--- src/hdl/stbs_pkg.sv ---
package stbs_pkg;

	localparam int DEFAULT_TABLE_DEPTH = 256;

	localparam logic [1:0] CMD_INSERT = 2'd0;
	localparam logic [1:0] CMD_SEARCH = 2'd1;
	localparam logic [1:0] CMD_CLEAR  = 2'd2;

	localparam logic [1:0] STATUS_DONE      = 2'd0;
	localparam logic [1:0] STATUS_NOT_FOUND = 2'd1;
	localparam logic [1:0] STATUS_FULL      = 2'd2;

	typedef enum logic [2:0] {
		DP_NONE,
		DP_LOAD,
		DP_CLEAR,
		DP_INS_INIT,
		DP_INS_SHIFT,
		DP_INS_PLACE,
		DP_SRCH_START,
		DP_SRCH_STEP
	} dp_op_t;

	typedef enum logic [2:0] {
		S_IDLE,
		S_DISPATCH,
		S_INS_CMP,
		S_INS_LAST,
		S_SRCH,
		S_RESP
	} ctrl_state_t;

	typedef struct packed {
		dp_op_t     op;
		logic       res_set;
		logic [1:0] res_status;
		logic       res_found;
		logic       out_load;
	} dp_ctrl_t;

	typedef struct packed {
		logic [1:0] cmd;
		logic       full;
		logic       count_zero;
		logic       idx_le1;
		logic       gt;
		logic       eq;
		logic       step_empty;
	} dp_status_t;

endpackage

--- src/hdl/stbs_ctrl.sv ---
module stbs_ctrl (
	input  logic                 clk,
	input  logic                 arst_n,
	input  logic                 in_valid,
	output logic                 in_ready,
	output logic                 out_valid,
	input  logic                 out_ready,
	input  stbs_pkg::dp_status_t stat,
	output stbs_pkg::dp_ctrl_t   ctrl
);
	import stbs_pkg::*;

	ctrl_state_t state_q, state_n;
	logic        out_valid_q;

	always_ff @(posedge clk or negedge arst_n) begin
		if (!arst_n) begin
			state_q     <= S_IDLE;
			out_valid_q <= 1'b0;
		end else begin
			state_q <= state_n;
			if (ctrl.out_load) begin
				out_valid_q <= 1'b1;
			end else if (out_ready) begin
				out_valid_q <= 1'b0;
			end
		end
	end

	always_comb begin
		state_n  = state_q;
		ctrl     = '0;
		ctrl.op  = DP_NONE;
		in_ready = 1'b0;
		case (state_q)
			S_IDLE: begin
				in_ready = 1'b1;
				if (in_valid) begin
					ctrl.op = DP_LOAD;
					state_n = S_DISPATCH;
				end
			end
			S_DISPATCH: begin
				ctrl.res_set    = 1'b1;
				ctrl.res_status = STATUS_DONE;
				state_n         = S_RESP;
				case (stat.cmd)
					CMD_INSERT: begin
						if (stat.full) begin
							ctrl.res_status = STATUS_FULL;
						end else begin
							ctrl.res_set = 1'b0;
							ctrl.op      = DP_INS_INIT;
							state_n      = stat.count_zero ? S_INS_LAST : S_INS_CMP;
						end
					end
					CMD_SEARCH: begin
						if (stat.count_zero) begin
							ctrl.res_status = STATUS_NOT_FOUND;
						end else begin
							ctrl.res_set = 1'b0;
							ctrl.op      = DP_SRCH_START;
							state_n      = S_SRCH;
						end
					end
					CMD_CLEAR: ctrl.op = DP_CLEAR;
					default:   ctrl.op = DP_NONE;
				endcase
			end
			S_INS_CMP: begin
				// Larger entries move up one place until the slot for the new value opens.
				if (stat.gt) begin
					ctrl.op = DP_INS_SHIFT;
					if (stat.idx_le1) begin
						state_n = S_INS_LAST;
					end
				end else begin
					ctrl.op         = DP_INS_PLACE;
					ctrl.res_set    = 1'b1;
					ctrl.res_status = STATUS_DONE;
					state_n         = S_RESP;
				end
			end
			S_INS_LAST: begin
				ctrl.op         = DP_INS_PLACE;
				ctrl.res_set    = 1'b1;
				ctrl.res_status = STATUS_DONE;
				state_n         = S_RESP;
			end
			S_SRCH: begin
				if (stat.eq) begin
					ctrl.res_set    = 1'b1;
					ctrl.res_status = STATUS_DONE;
					ctrl.res_found  = 1'b1;
					state_n         = S_RESP;
				end else if (stat.step_empty) begin
					ctrl.res_set    = 1'b1;
					ctrl.res_status = STATUS_NOT_FOUND;
					state_n         = S_RESP;
				end else begin
					ctrl.op = DP_SRCH_STEP;
				end
			end
			S_RESP: begin
				if (!out_valid_q || out_ready) begin
					ctrl.out_load = 1'b1;
					state_n       = S_IDLE;
				end
			end
			default: state_n = S_IDLE;
		endcase
	end

	assign out_valid = out_valid_q;

endmodule

--- config.mk ---
export PLATFORM = sky130hd
export DESIGN_NAME = stbs_ctrl
export DESIGN_NICKNAME = d
export VERILOG_FILES = /design/src/hdl/stbs_pkg.sv /design/src/hdl/stbs_ctrl.sv
export SDC_FILE = /design/constraint.sdc
export NUM_CORES = 1
export LEC_CHECK = 0
export BUFFER_PORTS_ARGS = -buffer_cell sky130_fd_sc_hd__buf_2
export CAP_MARGIN = 20
export CORE_MARGIN = 1
export CORE_UTILIZATION = 30
export CTS_BUF_LIST = sky130_fd_sc_hd__clkbuf_8
export CTS_CLUSTER_DIAMETER = 30
export DETAILED_ROUTE_END_ITERATION = 6
export PLACE_DENSITY = 0.61
export RECOVER_POWER = 25
export SKIP_CTS_REPAIR_TIMING = 1
export SYNTH_ARGS = -nofsm -noshare
export SYNTH_HDL_FRONTEND = slang
export SYNTH_SLANG_ARGS = --single-unit
export TNS_END_PERCENT = 1
--- constraint.sdc ---
create_clock -name clk -period 1.6 [get_ports clk]
set_input_delay 0.24 -clock clk [delete_from_list [all_inputs] [get_ports clk]]
set_output_delay 0.24 -clock clk [all_outputs]
set_load 0.01 [all_outputs]
=== Yosys cells after proc, flatten, opt, wreduce, memory -nomap -nowiden ===
Index checks and enable logic that the tools add are counted.

* Equal/unequal tests: 11
* Mux-type cells: 33
* Reductions and logical operators: 6

{| class="wikitable"
|+ Operators by type and width
! cell !! number
|-
| $mux 3 || 13
|-
| $pmux 3 s6 || 1
|-
| $pmux 3 s5 || 1
|-
| $mux 1 || 12
|-
| $pmux 3 s2 || 2
|-
| $pmux 3 s4 || 1
|-
| $pmux 3 s3 || 1
|-
| $eq 3x2->1 const B || 2
|-
| $eq 3x3->1 const B || 2
|-
| $ne 3x3->1 const B || 2
|-
| $mux 4 || 1
|-
| $ne 2x2->1 const B || 2
|-
| $reduce_and 4->1 || 1
|-
| $eq 3x1->1 const B || 1
|-
| $logic_not 3->1 || 1
|-
| $eq 2x1->1 const B || 1
|-
| $eq 2x2->1 const B || 1
|-
| $logic_not 2->1 || 1
|-
| $mux 2 || 1
|-
| $reduce_bool 2->1 || 1
|-
| $logic_not 1->1 || 1
|-
| $logic_or 1x1->1 || 1
|}

* Register bits: 4
* Input bits: 12
* Output and inout port bits: 10
* Word-level logic and storage cells: 52

=== Logic depth before layout (Yosys ltp) ===
* Depth in word-level cells: 5
* Mapped depth: 5
* Gate-level depth less buffers: 4

=== Worst setup path after synthesis ===
No wires, ideal clock.

* Path type: flip-flop to output port
* From: reg state_q[2]
* To: out ctrl[3] in the netlist's numbering
* Arrival: 1.204 ns
* Setup slack: 0.156 ns
* Cell stages (with the launch flop): 4
* Path through: dfrtp_1 buf_6 or3_4 nor3b_1

{| class="wikitable"
|+ RTL lines
! what !! RTL line !! source
|-
| start: declaration || stbs_ctrl.sv:13 || <nowiki>ctrl_state_t state_q, state_n;</nowiki>
|-
| start signal: assignment || stbs_ctrl.sv:21 || <nowiki>state_q <= state_n;</nowiki>
|-
| end: declaration || stbs_ctrl.sv:9 || <nowiki>output stbs_pkg::dp_ctrl_t ctrl</nowiki>
|}

==> impl_results.md <==
* Most common cell after layout, fill and taps aside: buf_2
* Via/cell ratio at 5.34
* Status: complete, but fails checks
* Max Clock Skew at 0.00589 ns
* H-tree levels at 1
* Crit-path max FO at 4
* Most frequent cells in the layout: buf_2 (20), nand2_1 (5), buf_4 (4)
* Post-Synthesis Cells at 56
* Gr usage total at 14.7%
* Synth warn at 0
* DR iter-0 viols at 8
* RSZ-0062 raised after global routing: yes
* First-pass GRT wire length at 1.86 mm
* Clock buffer depth at 2
* Origin of the worst min-delay path: out_ready
* Final hold vios at 0
* Clk root buf: clkbuf_8
* Worst reg2reg path depth at 5
* Finish-stage setup viols at 5
* Post-DP Area at 578 sq um
* Hold depth at 3
* Area grow syn2layout at 39.8%
* Via count at 507
* Req. time, crit path at 1.36 ns
* Max incr delay on CP at 0.37 ns
* Syn_area_per_cell at 8.36 sq um
* Total global routing overflow at 0
* Worst Hold Class: primary input to flop
* Post-route ant nets at 0
* Clock Pin Slew Worst Setup and Hold Paths at 0.03 ns
* DIE AREA at 1720 sq um
* Worst EP arrival at 1.50 ns
* Num CTS Buffers at 3
* Routed length per instance at 12.7 microns
* Critical path type: flop to output port
* Number of diodes at 0
* Final #Nets at 94
* Slew headroom at 80.6%
* Final Power at 1090 uW
* R2R Path End: state_q[2]$_DFFE_PN0P_
* Period minus WS final at 1.74 ns
* HPWL after DPL at 898 microns
* Mapped Area at 468 sq um
* Final-report max-slew violation count at 0
* Core Area at 1380 sq um
* Max-cap viol count at 0
* Gpl congestion at 0.778
* Setup crit end kind: output port
* I/O pin total at 22
* Clk sink count at 4
* Drt total wl at 1.20 mm
* # fillers at 142
* Critical path launch point: state_q[1]$_DFFE_PN0P_
* Count of cell types in the netlist at 33
* Starting Density at 33.8%
* VDD IR-drop max at 0.00101 V
* Die width at 41.5 microns
* Register-to-register setup slack at 0.13 ns
* Number of global-route vias before repair at 440
* Reg-to-Reg Start: state_q[0]$_DFFE_PN0P_
* Number of flops mapped to enable cells by yosys at 0
* Sequential-to-total area share from yosys stat at 21.4%
* Fmax at 576 MHz
* P_leak at 0.000309 uW
* Row count at 13
* Asr flop ratio synth at 100%
* Register bit total from synthesis at 4
* Hold Path Sink: out_valid$_DFFE_PN0P_
* DRC at 0
* Clock Latency Late Sink at 0.22 ns
* Layout Cell Area excl Fill at 654 sq um
* Violated checks: setup timing
* Mapped Nets at 68
* Antenna violations before repair at 0
* Worst slew pin tran at 0.288 ns
* CTS tree: built
* Final worst setup slack at -0.135 ns
* Crit-path cells: nand2b_1 -> or3_4 -> o311ai_2 -> buf_2
* Die Ht at 41.5 microns
* Port Buf Inserts at 21
* CP Launch Type: flop
* Commonest register cell after synthesis: dfrtp_1
* Final period util at 108%
* Crit path max-delay cell type: dfrtp_1
* Pwr/cell area at 1660 nW/um^2
* Layout cells sized above 1 at 50.0%
* DRT Pass-1 Iters at 4
* Largest net degree at the start of global routing at 11
==> synth_stat cells, types with 2 or more instances <==
cell / instances / area share (%)
nor2_1: 3 / 2.4
nor2b_1: 3 / 4.0
inv_1: 2 / 1.6
buf_2: 2 / 2.1
nand2_1: 6 / 4.8
buf_6: 3 / 7.2
dfrtp_1: 4 / 21
o22ai_1: 3 / 4.0
nor3b_1: 2 / 3.2
nor4_1: 2 / 2.7
nand2b_1: 4 / 5.3
==> critical path, delay by kind of cell, from the launching register on <==
kind            cells  cell delay, ns
simple gates        2            0.54
flops               1            0.37
compound gates      1            0.21
buf+inv             1            0.17
==> how the worst max path moves through the flow <==
stage                     endpoint  slack (ns)  depth (start not counted)
after floorplan            ctrl[3]        0.16                          3
after global placement     ctrl[5]        0.11                          4
after detailed placement   ctrl[2]         0.1                          5
after CTS                  ctrl[2]       -0.14                          5
after global routing       ctrl[5]       -0.18                          4
final                      ctrl[5]       -0.14                          4
==> cell families (layout without fill, tap and decap cells) <==
kind of cell,after synthesis,after routing,share of synthesized area [%]
simple gates,29,29,37.4
buf+inv,7,31,11.0
compound gates,15,15,27.0
flops,4,4,21.4
mux,1,1,3.21
==> per-stage QoR <==
step	utilization [%]	TNS [ns]	instances	hold WS [ns]	setup slack [ns]
detailed placement	41.8	0	91	0.0472	0.0955
CTS	44.8	-0.528	94	-0.188	-0.136
global route	47.3	-0.687	95	0.338	-0.185
finish	47.3	-0.380	95	0.324	-0.135
floorplan	-	0	56	-0.0556	0.156
global placement	41.8	0	91	0.0512	0.106
==> registers in the layout, summed over array words and instances (netlist names) <==
register   cells
state_q        3
out_valid      1
==> final cells by class <==
| type | count | area (sq um) | area share [%] |
|---|---|---|---|
| clock buffer | 3 | 41.3 | 6.31 |
| multi-input combinational | 45 | 342 | 52.2 |
| tap | 15 | 18.8 | 2.87 |
| timing repair buffer | 26 | 144 | 22.0 |
| sequential | 4 | 101 | 15.5 |
| inverter | 2 | 7.51 | 1.15 |
==> power breakdown <==
part | internal, uW | switching, uW
clock network | 161 | 54.9
registers | 147 | 50.7
logic | 330 | 345
total | 637 | 451
==> metal layers <==
| layer | GRT usage [%] | part of all wire (%) | vias up |
|---|---|---|---|
| met5 | 0 | 0 | - |
| met4 | 13.5 | 3.7 | 0 |
| met3 | 5.65 | 5.5 | 4 |
| met2 | 20.0 | 45 | 19 |
| met1 | 17.5 | 46 | 228 |
| li1 | - | - | 256 |
Note: power is estimated with default switching activity, not from simulation.
